**src/sv/cdas_pkg.sv**
```systemverilog
// types, constants and month-length helper for the calendar date add/subtract core
// no dependencies; used by every module of the block
package cdas_pkg;

  localparam int unsigned YEAR_W  = 14;
  localparam int unsigned YACC_W  = 15;   // working year, room for carry past the field
  localparam int unsigned DAY_W   = 5;
  localparam int unsigned MON_W   = 4;
  localparam int unsigned CNT_W   = 16;
  localparam int unsigned STAT_W  = 3;
  localparam int unsigned D_W     = 18;   // signed running day offset
  localparam int unsigned CFG_IDX_W = 1;

  // reciprocal for year / 100, exact for all years below 43690
  localparam int unsigned RECIP_100   = 5243;
  localparam int unsigned RECIP_W     = 13;
  localparam int unsigned RECIP_SHIFT = 19;
  localparam int unsigned QUO_W       = 8;
  localparam int unsigned REM_W       = 7;

  localparam logic [YEAR_W-1:0] MIN_YEAR_RST = 14'd1902;
  localparam logic [YEAR_W-1:0] MAX_YEAR_RST = 14'd2037;

  localparam logic [MON_W-1:0] MON_JAN = 4'd1;
  localparam logic [MON_W-1:0] MON_FEB = 4'd2;
  localparam logic [MON_W-1:0] MON_APR = 4'd4;
  localparam logic [MON_W-1:0] MON_JUN = 4'd6;
  localparam logic [MON_W-1:0] MON_SEP = 4'd9;
  localparam logic [MON_W-1:0] MON_NOV = 4'd11;
  localparam logic [MON_W-1:0] MON_DEC = 4'd12;

  localparam logic [DAY_W-1:0] LEN_28 = 5'd28;
  localparam logic [DAY_W-1:0] LEN_29 = 5'd29;
  localparam logic [DAY_W-1:0] LEN_30 = 5'd30;
  localparam logic [DAY_W-1:0] LEN_31 = 5'd31;

  localparam logic [8:0] LEN_YEAR = 9'd365;

  localparam logic [REM_W-1:0] REM_LAST = 7'd99;

  typedef enum logic [CFG_IDX_W-1:0] {
    REG_MIN_YEAR = 1'b0,
    REG_MAX_YEAR = 1'b1
  } cfg_reg_t;

  typedef enum logic [STAT_W-1:0] {
    STAT_OK           = 3'd0,
    STAT_BAD_MONTH    = 3'd1,
    STAT_BAD_DAY      = 3'd2,
    STAT_BAD_YEAR_IN  = 3'd3,
    STAT_BAD_YEAR_OUT = 3'd4
  } status_t;

  typedef enum logic [2:0] {
    S_IDLE,
    S_DIV,
    S_REM,
    S_CHECK,
    S_LOOP,
    S_FINISH
  } state_t;

  typedef enum logic [2:0] {
    Y_HOLD,
    Y_LOAD,
    Y_DIV,
    Y_REM,
    Y_INC,
    Y_DEC
  } ycmd_t;

  typedef struct packed {
    logic               kind;
    logic [DAY_W-1:0]   day_in;
    logic [MON_W-1:0]   month_in;
    logic [YEAR_W-1:0]  year_in;
    logic [CNT_W-1:0]   day_count;
  } in_t;

  typedef struct packed {
    logic [DAY_W-1:0]   day_out;
    logic [MON_W-1:0]   month_out;
    logic [YEAR_W-1:0]  year_out;
    logic [STAT_W-1:0]  status;
  } out_t;

  // leap flags of the working year and its two neighbors
  typedef struct packed {
    logic cur;
    logic nxt;
    logic prv;
  } leap_t;

  typedef struct packed {
    logic                  done;
    logic                  uf;
    logic                  inc;
    logic                  dec;
    logic signed [D_W-1:0] d_nxt;
    logic [MON_W-1:0]      m_nxt;
  } step_t;

  function automatic logic [DAY_W-1:0] month_len(input logic [MON_W-1:0] m,
                                                 input logic leap);
    logic [DAY_W-1:0] len;
    len = LEN_31;
    if (m == MON_FEB) begin
      len = leap ? LEN_29 : LEN_28;
    end else if (m == MON_APR || m == MON_JUN || m == MON_SEP || m == MON_NOV) begin
      len = LEN_30;
    end
    return len;
  endfunction

endpackage

```
**src/sv/cdas_year_unit.sv**
```systemverilog
// working year register with year mod 100 and century mod 4 trackers
// depends on cdas_pkg; gives leap flags for the year and both neighbors
module cdas_year_unit (
  input  logic                          clk,
  input  cdas_pkg::ycmd_t               cmd,
  input  logic [cdas_pkg::YEAR_W-1:0]   year_ld,
  output logic [cdas_pkg::YACC_W-1:0]   year,
  output cdas_pkg::leap_t               leap
);

  logic [cdas_pkg::YACC_W-1:0] y_r, y_nxt;
  logic [cdas_pkg::QUO_W-1:0]  q_r, q_nxt;
  logic [cdas_pkg::REM_W-1:0]  r_r, r_nxt;
  logic [1:0]                  q4_r, q4_nxt;

  logic [cdas_pkg::YEAR_W+cdas_pkg::RECIP_W-1:0] prod;
  logic [cdas_pkg::YACC_W-1:0]                   q100;
  logic [cdas_pkg::YACC_W-1:0]                   rem_full;

  // reciprocal multiply for year / 100
  assign prod = {{cdas_pkg::RECIP_W{1'b0}}, y_r[cdas_pkg::YEAR_W-1:0]}
                * (cdas_pkg::YEAR_W+cdas_pkg::RECIP_W)'(cdas_pkg::RECIP_100);
  assign q100 = {{(cdas_pkg::YACC_W-cdas_pkg::QUO_W){1'b0}}, q_r}
                * cdas_pkg::YACC_W'(100);
  assign rem_full = y_r - q100;

  always_comb begin
    y_nxt  = y_r;
    q_nxt  = q_r;
    r_nxt  = r_r;
    q4_nxt = q4_r;
    unique case (cmd)
      cdas_pkg::Y_HOLD: begin
      end
      cdas_pkg::Y_LOAD: begin
        y_nxt = {1'b0, year_ld};
      end
      cdas_pkg::Y_DIV: begin
        q_nxt = prod[cdas_pkg::RECIP_SHIFT +: cdas_pkg::QUO_W];
      end
      cdas_pkg::Y_REM: begin
        r_nxt  = rem_full[cdas_pkg::REM_W-1:0];
        q4_nxt = q_r[1:0];
      end
      cdas_pkg::Y_INC: begin
        y_nxt = y_r + 1'b1;
        if (r_r == cdas_pkg::REM_LAST) begin
          r_nxt  = '0;
          q4_nxt = q4_r + 1'b1;
        end else begin
          r_nxt = r_r + 1'b1;
        end
      end
      cdas_pkg::Y_DEC: begin
        y_nxt = y_r - 1'b1;
        if (r_r == '0) begin
          r_nxt  = cdas_pkg::REM_LAST;
          q4_nxt = q4_r - 1'b1;
        end else begin
          r_nxt = r_r - 1'b1;
        end
      end
      default: begin
      end
    endcase
  end

  always_ff @(posedge clk) begin
    y_r  <= y_nxt;
    q_r  <= q_nxt;
    r_r  <= r_nxt;
    q4_r <= q4_nxt;
  end

  // 4/100/400 rule on the tracked residues
  assign leap.cur = (y_r[1:0] == 2'd0) && ((r_r != '0) || (q4_r == 2'd0));
  assign leap.nxt = (y_r[1:0] == 2'd3) && ((r_r != cdas_pkg::REM_LAST) || (q4_r == 2'd3));
  assign leap.prv = (y_r[1:0] == 2'd1) && ((r_r != 7'd1) || (q4_r == 2'd0));

  assign year = y_r;

endmodule

```
**src/sv/cdas_step.sv**
```systemverilog
// one carry or borrow step: a whole year when it fits, else one month
// depends on cdas_pkg; purely combinational, driven by the top level sequencer
module cdas_step (
  input  logic                          kind,
  input  logic signed [cdas_pkg::D_W-1:0] d,
  input  logic [cdas_pkg::MON_W-1:0]    m,
  input  logic                          y_zero,
  input  cdas_pkg::leap_t               leap,
  output cdas_pkg::step_t               step
);

  logic [cdas_pkg::DAY_W-1:0]        len_cur;
  logic [cdas_pkg::DAY_W-1:0]        len_prev;
  logic [8:0]                        yl_fwd;
  logic [8:0]                        yl_bwd;
  logic signed [cdas_pkg::D_W-1:0]   s_y;
  logic signed [cdas_pkg::D_W-1:0]   s_m;
  logic [cdas_pkg::MON_W-1:0]        m_dec;

  assign m_dec    = m - 1'b1;
  assign len_cur  = cdas_pkg::month_len(m, leap.cur);
  assign len_prev = (m == cdas_pkg::MON_JAN) ? cdas_pkg::LEN_31
                                             : cdas_pkg::month_len(m_dec, leap.cur);

  // twelve months ahead holds this february when still to come, else next year's
  assign yl_fwd = cdas_pkg::LEN_YEAR
                  + 9'((m <= cdas_pkg::MON_FEB) ? leap.cur : leap.nxt);
  assign yl_bwd = cdas_pkg::LEN_YEAR
                  + 9'((m > cdas_pkg::MON_FEB) ? leap.cur : leap.prv);

  assign s_y = kind ? (d + $signed({{(cdas_pkg::D_W-9){1'b0}}, yl_bwd}))
                    : (d - $signed({{(cdas_pkg::D_W-9){1'b0}}, yl_fwd}));
  assign s_m = kind ? (d + $signed({{(cdas_pkg::D_W-cdas_pkg::DAY_W){1'b0}}, len_prev}))
                    : (d - $signed({{(cdas_pkg::D_W-cdas_pkg::DAY_W){1'b0}}, len_cur}));

  always_comb begin
    step       = '0;
    step.d_nxt = d;
    step.m_nxt = m;
    if (!kind) begin
      priority if (s_y > 0) begin
        step.d_nxt = s_y;
        step.inc   = 1'b1;
      end else if (s_m > 0) begin
        step.d_nxt = s_m;
        if (m == cdas_pkg::MON_DEC) begin
          step.m_nxt = cdas_pkg::MON_JAN;
          step.inc   = 1'b1;
        end else begin
          step.m_nxt = m + 1'b1;
        end
      end else begin
        step.done = 1'b1;
      end
    end else begin
      priority if (d > 0) begin
        step.done = 1'b1;
      end else if (s_y <= 0) begin
        if (y_zero) begin
          step.done = 1'b1;
          step.uf   = 1'b1;
        end else begin
          step.d_nxt = s_y;
          step.dec   = 1'b1;
        end
      end else if (m == cdas_pkg::MON_JAN) begin
        if (y_zero) begin
          step.done = 1'b1;
          step.uf   = 1'b1;
        end else begin
          step.d_nxt = s_m;
          step.m_nxt = cdas_pkg::MON_DEC;
          step.dec   = 1'b1;
        end
      end else begin
        step.d_nxt = s_m;
        step.m_nxt = m_dec;
      end
    end
  end

endmodule

```
**src/sv/calendar_date_add_subtract_days_core.sv**
```systemverilog
// top level of the gregorian date add/subtract-days core: sequencer, registers, config
// depends on cdas_pkg, cdas_year_unit and cdas_step
//
// An item (date, day count, direction) is taken when start is high and busy is low;
// busy then stays high until the result is out. The result appears on out_data for
// exactly one cycle with out_valid high, and the receiver cannot hold it off. An item
// passes the setup states S_DIV (year / 100 by reciprocal multiply), S_REM (remainder)
// and S_CHECK (date check), then carry or borrow steps in S_LOOP until the loop finds
// the offset inside the month, then S_FINISH to form the result, and then the strobe,
// which overlaps the next accept. Each step moves a whole year when the remaining offset
// covers it and otherwise one month; a bad start date skips the loop. The leap rule
// follows the working year through mod-100 and mod-400 trackers, so the step loop does
// not divide again. The user must write min_year and max_year through the cfg port
// (always ready) only while the block is idle; the block itself does not enforce it.
module calendar_date_add_subtract_days_core (
  input  logic                              clk,
  input  logic                              rst_n,
  input  logic                              start,
  output logic                              busy,
  input  cdas_pkg::in_t                     in_data,
  output logic                              out_valid,
  output cdas_pkg::out_t                    out_data,
  input  logic                              cfg_valid,
  output logic                              cfg_ready,
  input  logic [cdas_pkg::CFG_IDX_W-1:0]    cfg_index,
  input  logic [cdas_pkg::YEAR_W-1:0]       cfg_wdata
);

  // config registers
  logic [cdas_pkg::YEAR_W-1:0] min_year_r;
  logic [cdas_pkg::YEAR_W-1:0] max_year_r;

  // sequencer and working registers
  cdas_pkg::state_t               state_r, state_nxt;
  cdas_pkg::in_t                  item_r;
  logic signed [cdas_pkg::D_W-1:0] d_r, d_nxt;
  logic [cdas_pkg::MON_W-1:0]     m_r, m_nxt;
  cdas_pkg::status_t              status_r, status_nxt;
  logic                           uf_r, uf_nxt;
  logic                           out_valid_r;
  cdas_pkg::out_t                 out_data_r, out_data_nxt;

  cdas_pkg::ycmd_t                ycmd;
  logic [cdas_pkg::YACC_W-1:0]    year;
  cdas_pkg::leap_t                leap;
  cdas_pkg::step_t                step;

  logic                           accept;
  logic [cdas_pkg::DAY_W-1:0]     start_len;
  logic signed [cdas_pkg::D_W-1:0] d_start;
  logic                           year_bad_out;

  assign accept    = start && (state_r == cdas_pkg::S_IDLE);
  assign busy      = (state_r != cdas_pkg::S_IDLE);
  assign cfg_ready = 1'b1;

  cdas_year_unit u_year (
    .clk     (clk),
    .cmd     (ycmd),
    .year_ld (in_data.year_in),
    .year    (year),
    .leap    (leap)
  );

  cdas_step u_step (
    .kind   (item_r.kind),
    .d      (d_r),
    .m      (m_r),
    .y_zero (year == '0),
    .leap   (leap),
    .step   (step)
  );

  // start-date check uses the leap flag of the loaded year
  assign start_len = cdas_pkg::month_len(item_r.month_in, leap.cur);

  // signed start offset: day plus or minus the count
  assign d_start = item_r.kind
      ? ($signed(cdas_pkg::D_W'(item_r.day_in)) - $signed(cdas_pkg::D_W'(item_r.day_count)))
      : ($signed(cdas_pkg::D_W'(item_r.day_in)) + $signed(cdas_pkg::D_W'(item_r.day_count)));

  // result year: below zero, past the field, or outside the window
  assign year_bad_out = uf_r || year[cdas_pkg::YACC_W-1]
                        || (year[cdas_pkg::YEAR_W-1:0] < min_year_r)
                        || (year[cdas_pkg::YEAR_W-1:0] > max_year_r);

  always_comb begin
    state_nxt    = state_r;
    d_nxt        = d_r;
    m_nxt        = m_r;
    status_nxt   = status_r;
    uf_nxt       = uf_r;
    out_data_nxt = out_data_r;
    ycmd         = cdas_pkg::Y_HOLD;
    unique case (state_r)
      cdas_pkg::S_IDLE: begin
        if (accept) begin
          ycmd      = cdas_pkg::Y_LOAD;
          state_nxt = cdas_pkg::S_DIV;
        end
      end
      cdas_pkg::S_DIV: begin
        ycmd      = cdas_pkg::Y_DIV;
        state_nxt = cdas_pkg::S_REM;
      end
      cdas_pkg::S_REM: begin
        ycmd      = cdas_pkg::Y_REM;
        state_nxt = cdas_pkg::S_CHECK;
      end
      cdas_pkg::S_CHECK: begin
        uf_nxt = 1'b0;
        m_nxt  = item_r.month_in;
        d_nxt  = d_start;
        priority if (item_r.year_in < min_year_r || item_r.year_in > max_year_r) begin
          status_nxt = cdas_pkg::STAT_BAD_YEAR_IN;
          state_nxt  = cdas_pkg::S_FINISH;
        end else if (item_r.month_in < cdas_pkg::MON_JAN
                     || item_r.month_in > cdas_pkg::MON_DEC) begin
          status_nxt = cdas_pkg::STAT_BAD_MONTH;
          state_nxt  = cdas_pkg::S_FINISH;
        end else if (item_r.day_in == '0 || item_r.day_in > start_len) begin
          status_nxt = cdas_pkg::STAT_BAD_DAY;
          state_nxt  = cdas_pkg::S_FINISH;
        end else begin
          status_nxt = cdas_pkg::STAT_OK;
          state_nxt  = cdas_pkg::S_LOOP;
        end
      end
      cdas_pkg::S_LOOP: begin
        if (step.done) begin
          uf_nxt    = step.uf;
          state_nxt = cdas_pkg::S_FINISH;
        end else begin
          d_nxt = step.d_nxt;
          m_nxt = step.m_nxt;
          if (step.inc) begin
            ycmd = cdas_pkg::Y_INC;
          end else if (step.dec) begin
            ycmd = cdas_pkg::Y_DEC;
          end
        end
      end
      cdas_pkg::S_FINISH: begin
        if (status_r == cdas_pkg::STAT_OK && !year_bad_out) begin
          out_data_nxt.day_out   = d_r[cdas_pkg::DAY_W-1:0];
          out_data_nxt.month_out = m_r;
          out_data_nxt.year_out  = year[cdas_pkg::YEAR_W-1:0];
          out_data_nxt.status    = cdas_pkg::STAT_OK;
        end else begin
          // echo the start date on any error
          out_data_nxt.day_out   = item_r.day_in;
          out_data_nxt.month_out = item_r.month_in;
          out_data_nxt.year_out  = item_r.year_in;
          out_data_nxt.status    = (status_r == cdas_pkg::STAT_OK)
                                   ? cdas_pkg::STAT_BAD_YEAR_OUT : status_r;
        end
        state_nxt = cdas_pkg::S_IDLE;
      end
      default: begin
        state_nxt = cdas_pkg::S_IDLE;
      end
    endcase
  end

  always_ff @(posedge clk) begin
    if (!rst_n) begin
      state_r     <= cdas_pkg::S_IDLE;
      out_valid_r <= 1'b0;
      min_year_r  <= cdas_pkg::MIN_YEAR_RST;
      max_year_r  <= cdas_pkg::MAX_YEAR_RST;
    end else begin
      state_r     <= state_nxt;
      out_valid_r <= (state_r == cdas_pkg::S_FINISH);
      if (cfg_valid && cfg_ready) begin
        unique case (cfg_index)
          cdas_pkg::REG_MIN_YEAR: min_year_r <= cfg_wdata;
          cdas_pkg::REG_MAX_YEAR: max_year_r <= cfg_wdata;
          default: begin
          end
        endcase
      end
    end
  end

  // payload registers
  always_ff @(posedge clk) begin
    if (accept) begin
      item_r <= in_data;
    end
    d_r        <= d_nxt;
    m_r        <= m_nxt;
    status_r   <= status_nxt;
    uf_r       <= uf_nxt;
    out_data_r <= out_data_nxt;
  end

  assign out_valid = out_valid_r;
  assign out_data  = out_data_r;

  // the strobe lasts one cycle: the next item must pass the setup states first
  a_strobe_single: assert property (@(posedge clk) disable iff (!rst_n)
    out_valid |=> !out_valid)
    else $error("result strobe longer than one cycle");

  // an accepted item keeps the block busy through S_DIV and S_REM
  a_busy_after_accept: assert property (@(posedge clk) disable iff (!rst_n)
    (start && !busy) |=> busy ##1 busy)
    else $error("block not busy after accept");

  // a good result carries a real month and a nonzero day
  a_ok_date_sane: assert property (@(posedge clk) disable iff (!rst_n)
    (out_valid && out_data.status == cdas_pkg::STAT_OK) |->
      (out_data.month_out >= cdas_pkg::MON_JAN && out_data.month_out <= cdas_pkg::MON_DEC
       && out_data.day_out != '0))
    else $error("ok result with impossible date");

  // status stays within the defined codes
  a_status_range: assert property (@(posedge clk) disable iff (!rst_n)
    out_valid |-> (out_data.status <= cdas_pkg::STAT_BAD_YEAR_OUT))
    else $error("undefined status code");

endmodule
```
**config.mk**
```make
export PLATFORM = sky130hd
export DESIGN_NAME = calendar_date_add_subtract_days_core
export DESIGN_NICKNAME = d
export VERILOG_FILES = /design/src/sv/cdas_pkg.sv /design/src/sv/cdas_year_unit.sv /design/src/sv/cdas_step.sv /design/src/sv/calendar_date_add_subtract_days_core.sv
export SDC_FILE = /design/constraint.sdc
export NUM_CORES = 1
export LEC_CHECK = 0
export BUFFER_PORTS_ARGS = -buffer_cell sky130_fd_sc_hd__buf_2
export CAP_MARGIN = 20
export CORE_MARGIN = 3
export CORE_UTILIZATION = 41
export CTS_BUF_LIST = sky130_fd_sc_hd__clkbuf_8
export CTS_CLUSTER_SIZE = 14
export DETAILED_ROUTE_END_ITERATION = 10
export GPL_TIMING_DRIVEN = 0
export PLACE_DENSITY = 0.62
export SLEW_MARGIN = 15
export SYNTH_ARGS = -nofsm -noshare
export SYNTH_HDL_FRONTEND = slang
export SYNTH_SLANG_ARGS = --single-unit
```
**constraint.sdc**
```tcl
create_clock -name clk -period 10.7 [get_ports clk]
set_input_delay 2.675 -clock clk [delete_from_list [all_inputs] [get_ports clk]]
set_output_delay 2.675 -clock clk [all_outputs]
set_load 0.03 [all_outputs]
```
==> results.sh <==
export IMPL_p_switching_mw=2.22
export IMPL_syn_area_mm2=0.0156
export IMPL_cts_tree="done"
export IMPL_cp_end_kind="flip-flop"
export IMPL_drt_iter0_drc=1222
export IMPL_die_h_um=201
export IMPL_syn_to_final_growth_pct=9.58
export IMPL_worst_pin_slew_ps=959
export IMPL_fin_tns_setup_ps=0
export IMPL_final_cells=2279
export IMPL_clk_pin_slew_worst_paths_ps=100
export IMPL_vias=13051
export IMPL_final_area_mm2=0.0171
export IMPL_pwr_share_clk_pct=10.0
export IMPL_yosys_warnings=0
export IMPL_overflow=0
export IMPL_startpoint_type="flip-flop"
export IMPL_final_nets=2102
export IMPL_ant_nets=0
export IMPL_critPathKind="reg2reg"
export IMPL_ir_drop_mv=0.300
export IMPL_seq_power_share_pct=20.8
export IMPL_slowest_stage="clkinv_1"
export IMPL_regToRegSetupSlack_ps=1240
export IMPL_path_max_fanout=21
export IMPL_syn_nets=1995
export IMPL_gp_congestion=0.905
export IMPL_drcViolationCount=0
export IMPL_min_period_over_period_pct=88.4
export IMPL_worst_r2r_path_depth=30
export IMPL_critPathArrivalTime_ps=9800
export IMPL_place_port_buffers=86
export IMPL_p_total_mw=4.60
export IMPL_cts_root_buffer="clkbuf_8"
export IMPL_syn_area_per_cell_um2=9.40
export IMPL_hpwlAfterDp_mm=35.3
export IMPL_cts_sinks=152
export IMPL_diodes=0
export IMPL_power_leakage_nw=7.55
export IMPL_max_cap_violations=0
export IMPL_cts_resized=0
export IMPL_clock_path_buffers=2
export IMPL_setup_viol=0
export IMPL_grt_pass1_wl_mm=71.7
export IMPL_worst_path_most_repeated_cell="o21ai_0"
export IMPL_synth_edf_count=120
export IMPL_die_w_um=201
export IMPL_hold_viol_final=0
export IMPL_viasPerCell=5.73
export IMPL_cts_buffers_inserted=17
export IMPL_endpoint="u_year.year[14]"
export IMPL_core_area_mm2=0.0370
export IMPL_grt_use_total_pct=22.1
export IMPL_comb_power_share_pct=69.2
export IMPL_htree_num_levels=4
export IMPL_insertion_delay_ps=480
export IMPL_firstDrtPassIters=7
export IMPL_placed_cell_area_mm2=0.0167
export IMPL_powerDensity_mw_per_mm2=270
export IMPL_power_share_switching_pct=48.1
export IMPL_drive_above_1_share_pct=9.97
export IMPL_critical_path_max_stage_delay_ps=800
export IMPL_clock_skew_final_ps=20.6
export IMPL_rsz0062_at_grt="no"
export IMPL_internal_power_mw=2.39
export IMPL_synthTopCellsByArea="edfxtp_1 (23%), ha_1 (17%), fa_1 (8.7%), inv_1 (5.0%), dfxtp_1 (4.1%)"
export IMPL_dpl_worst_slack_ps=1470
export IMPL_synth_top_cell_area_share_pct=23.2
export IMPL_ioPinCount=88
export IMPL_syn_instance_count=1655
export IMPL_fmax_mhz=106
export IMPL_post_cts_buffers=0
export IMPL_fin_crit_ps=9460
export IMPL_worst_slack_ps=1240
export IMPL_r2r_start="u_year.r_r[3]"
export IMPL_slew_headroom_pct=36.0
export IMPL_hold_path_class="reg2reg"
export IMPL_reg2reg_to="u_year.year[14]"
export IMPL_ys_ff_latch=152
export IMPL_synth_top_area_cell="edfxtp_1"
export IMPL_drt_wl_total_mm=44.7
export IMPL_postCtsHoldBufs=0
export IMPL_ys_flop_type="edfxtp_1"
export IMPL_synthArstFlopShare_pct=0
export IMPL_layout_commonest_cell="ha_1"
export IMPL_wl_per_cell_um=19.6
export IMPL_final_cell_mix="ha_1 (213), inv_1 (207), edfxtp_1 (120), nand2_1 (106), buf_2 (96)"
export IMPL_cp_required_ps=11040
export IMPL_die_area_mm2=0.0403
export IMPL_fp_row_count=70
export IMPL_grt_max_degree=28
export IMPL_antenna_found_initial=0
export IMPL_ys_seq_area_share_pct=27.3
export IMPL_startpoint="u_year.r_r[3]"
export IMPL_status="completed"
export IMPL_ys_types=93
export IMPL_initial_core_util_pct=42.0
export IMPL_place_inst=2247
export IMPL_drv_slew=0
export IMPL_first_global_vias=13004
## cell families (layout without fill, tap and decap cells)
family | after synthesis | count (layout) | synth area share [%]
compound gates | 444 | 444 | 20.3
simple gates | 382 | 382 | 12.7
buf+inv | 283 | 403 | 7.05
fa+ha+maj | 281 | 281 | 25.9
flops | 152 | 152 | 27.3
xor+xnor | 77 | 77 | 4.42
mux | 35 | 35 | 2.36
other cells | 1 | 1 | 0.0241
## through the flow
step / util, % / hold slack [ps]
3_3_place_gp: 44.9 / 453
3_5_place_dp: 45.0 / 462
2_1_floorplan: - / 443
5_1_grt: 46.0 / 500
6_report: 46.0 / 472
4_1_cts: 46.0 / 476
## registers in the layout, indices dropped and copies added (netlist names), 4 cells and up
| name | flops |
|---|---|
| item_r | 40 |
| out_data | 26 |
| d_r | 18 |
| u_year.year | 15 |
| max_year_r | 14 |
| min_year_r | 14 |
| u_year.r_r | 7 |
| u_year.q_r | 5 |
| m_r | 4 |
## cells in the mapped netlist (5+ instances only)
library cell	instances
and2_1	12
or2_2	5
inv_1	208
a22oi_1	13
xor2_1	20
a211oi_1	17
mux2_2	12
nor3b_1	6
o211ai_1	27
xnor2_1	56
clkbuf_1	52
a211o_1	23
nand2_1	106
a21o_1	48
nor4_1	11
nand4_1	38
a21boi_0	12
o31ai_1	7
edfxtp_1	120
o22ai_1	8
nand3_1	54
o221ai_1	8
o21bai_1	10
or3_1	11
o21a_1	41
buf_2	10
a31oi_1	30
nor3_1	23
nand2b_1	14
buf_1	7
nor2b_1	12
dfxtp_1	32
and3_1	11
fa_1	68
or4_1	5
a21oi_1	68
o21ai_0	58
mux2i_1	21
o2111ai_1	6
nor2_1	53
ha_1	213
## per-layer routing
metal / track usage (%) / wire [um] / share of wire (%) / vias up
met1: 31.4 / 20800 / 46 / 6268
met2: 35.1 / 20000 / 45 / 455
met4: 5.67 / 922 / 2.1 / 0
met5: 0 / 0 / 0 / -
met3: 3.50 / 2940 / 6.6 / 70
li1: - / - / - / 6258
## worst max-delay path, delay by kind of cell (launching register included)
| kind | cells | cell delay [ps] |
|---|---|---|
| adders and majority gates | 3 | 1300 |
| xor gates and xnor gates | 2 | 690 |
| and+or+nand+nor | 6 | 1470 |
| buffers and inverters | 2 | 1020 |
| AOI/OAI and AO/OA | 17 | 4450 |
| DFF | 1 | 380 |
## power by group through the flow
stage	Sequential (mW)	Combinational, mW	Clock, mW
4_1_cts	0.953	3.22	0.471
3_5_place_dp	0.967	3.19	0
3_3_place_gp	0.967	3.08	0
5_1_grt	0.967	3.72	0.495
2_1_floorplan	0.899	2.44	0
6_report	0.957	3.18	0.462
## worst min path at each step
stage / to / slack [ps] / start / depth (start not counted)
after floorplan: max_year_r[11] / 440 / max_year_r[11] / 2
after global placement: min_year_r[4] / 450 / min_year_r[4] / 2
after detailed placement: min_year_r[4] / 460 / min_year_r[4] / 2
after CTS: min_year_r[4] / 480 / min_year_r[4] / 2
after global routing: min_year_r[12] / 500 / min_year_r[12] / 2
final: max_year_r[11] / 470 / max_year_r[11] / 2
## layout make-up
type | instances | area, um^2
buffer | 74 | 313
clock buffer | 17 | 234
clock inverter | 15 | 164
fill | 3565 | 20000
inverter | 209 | 785
multi-input combinational | 1220 | 10200
sequential | 152 | 4240
tap | 504 | 631
timing repair buffer | 88 | 462
Power figures use the tool's default switching activity.
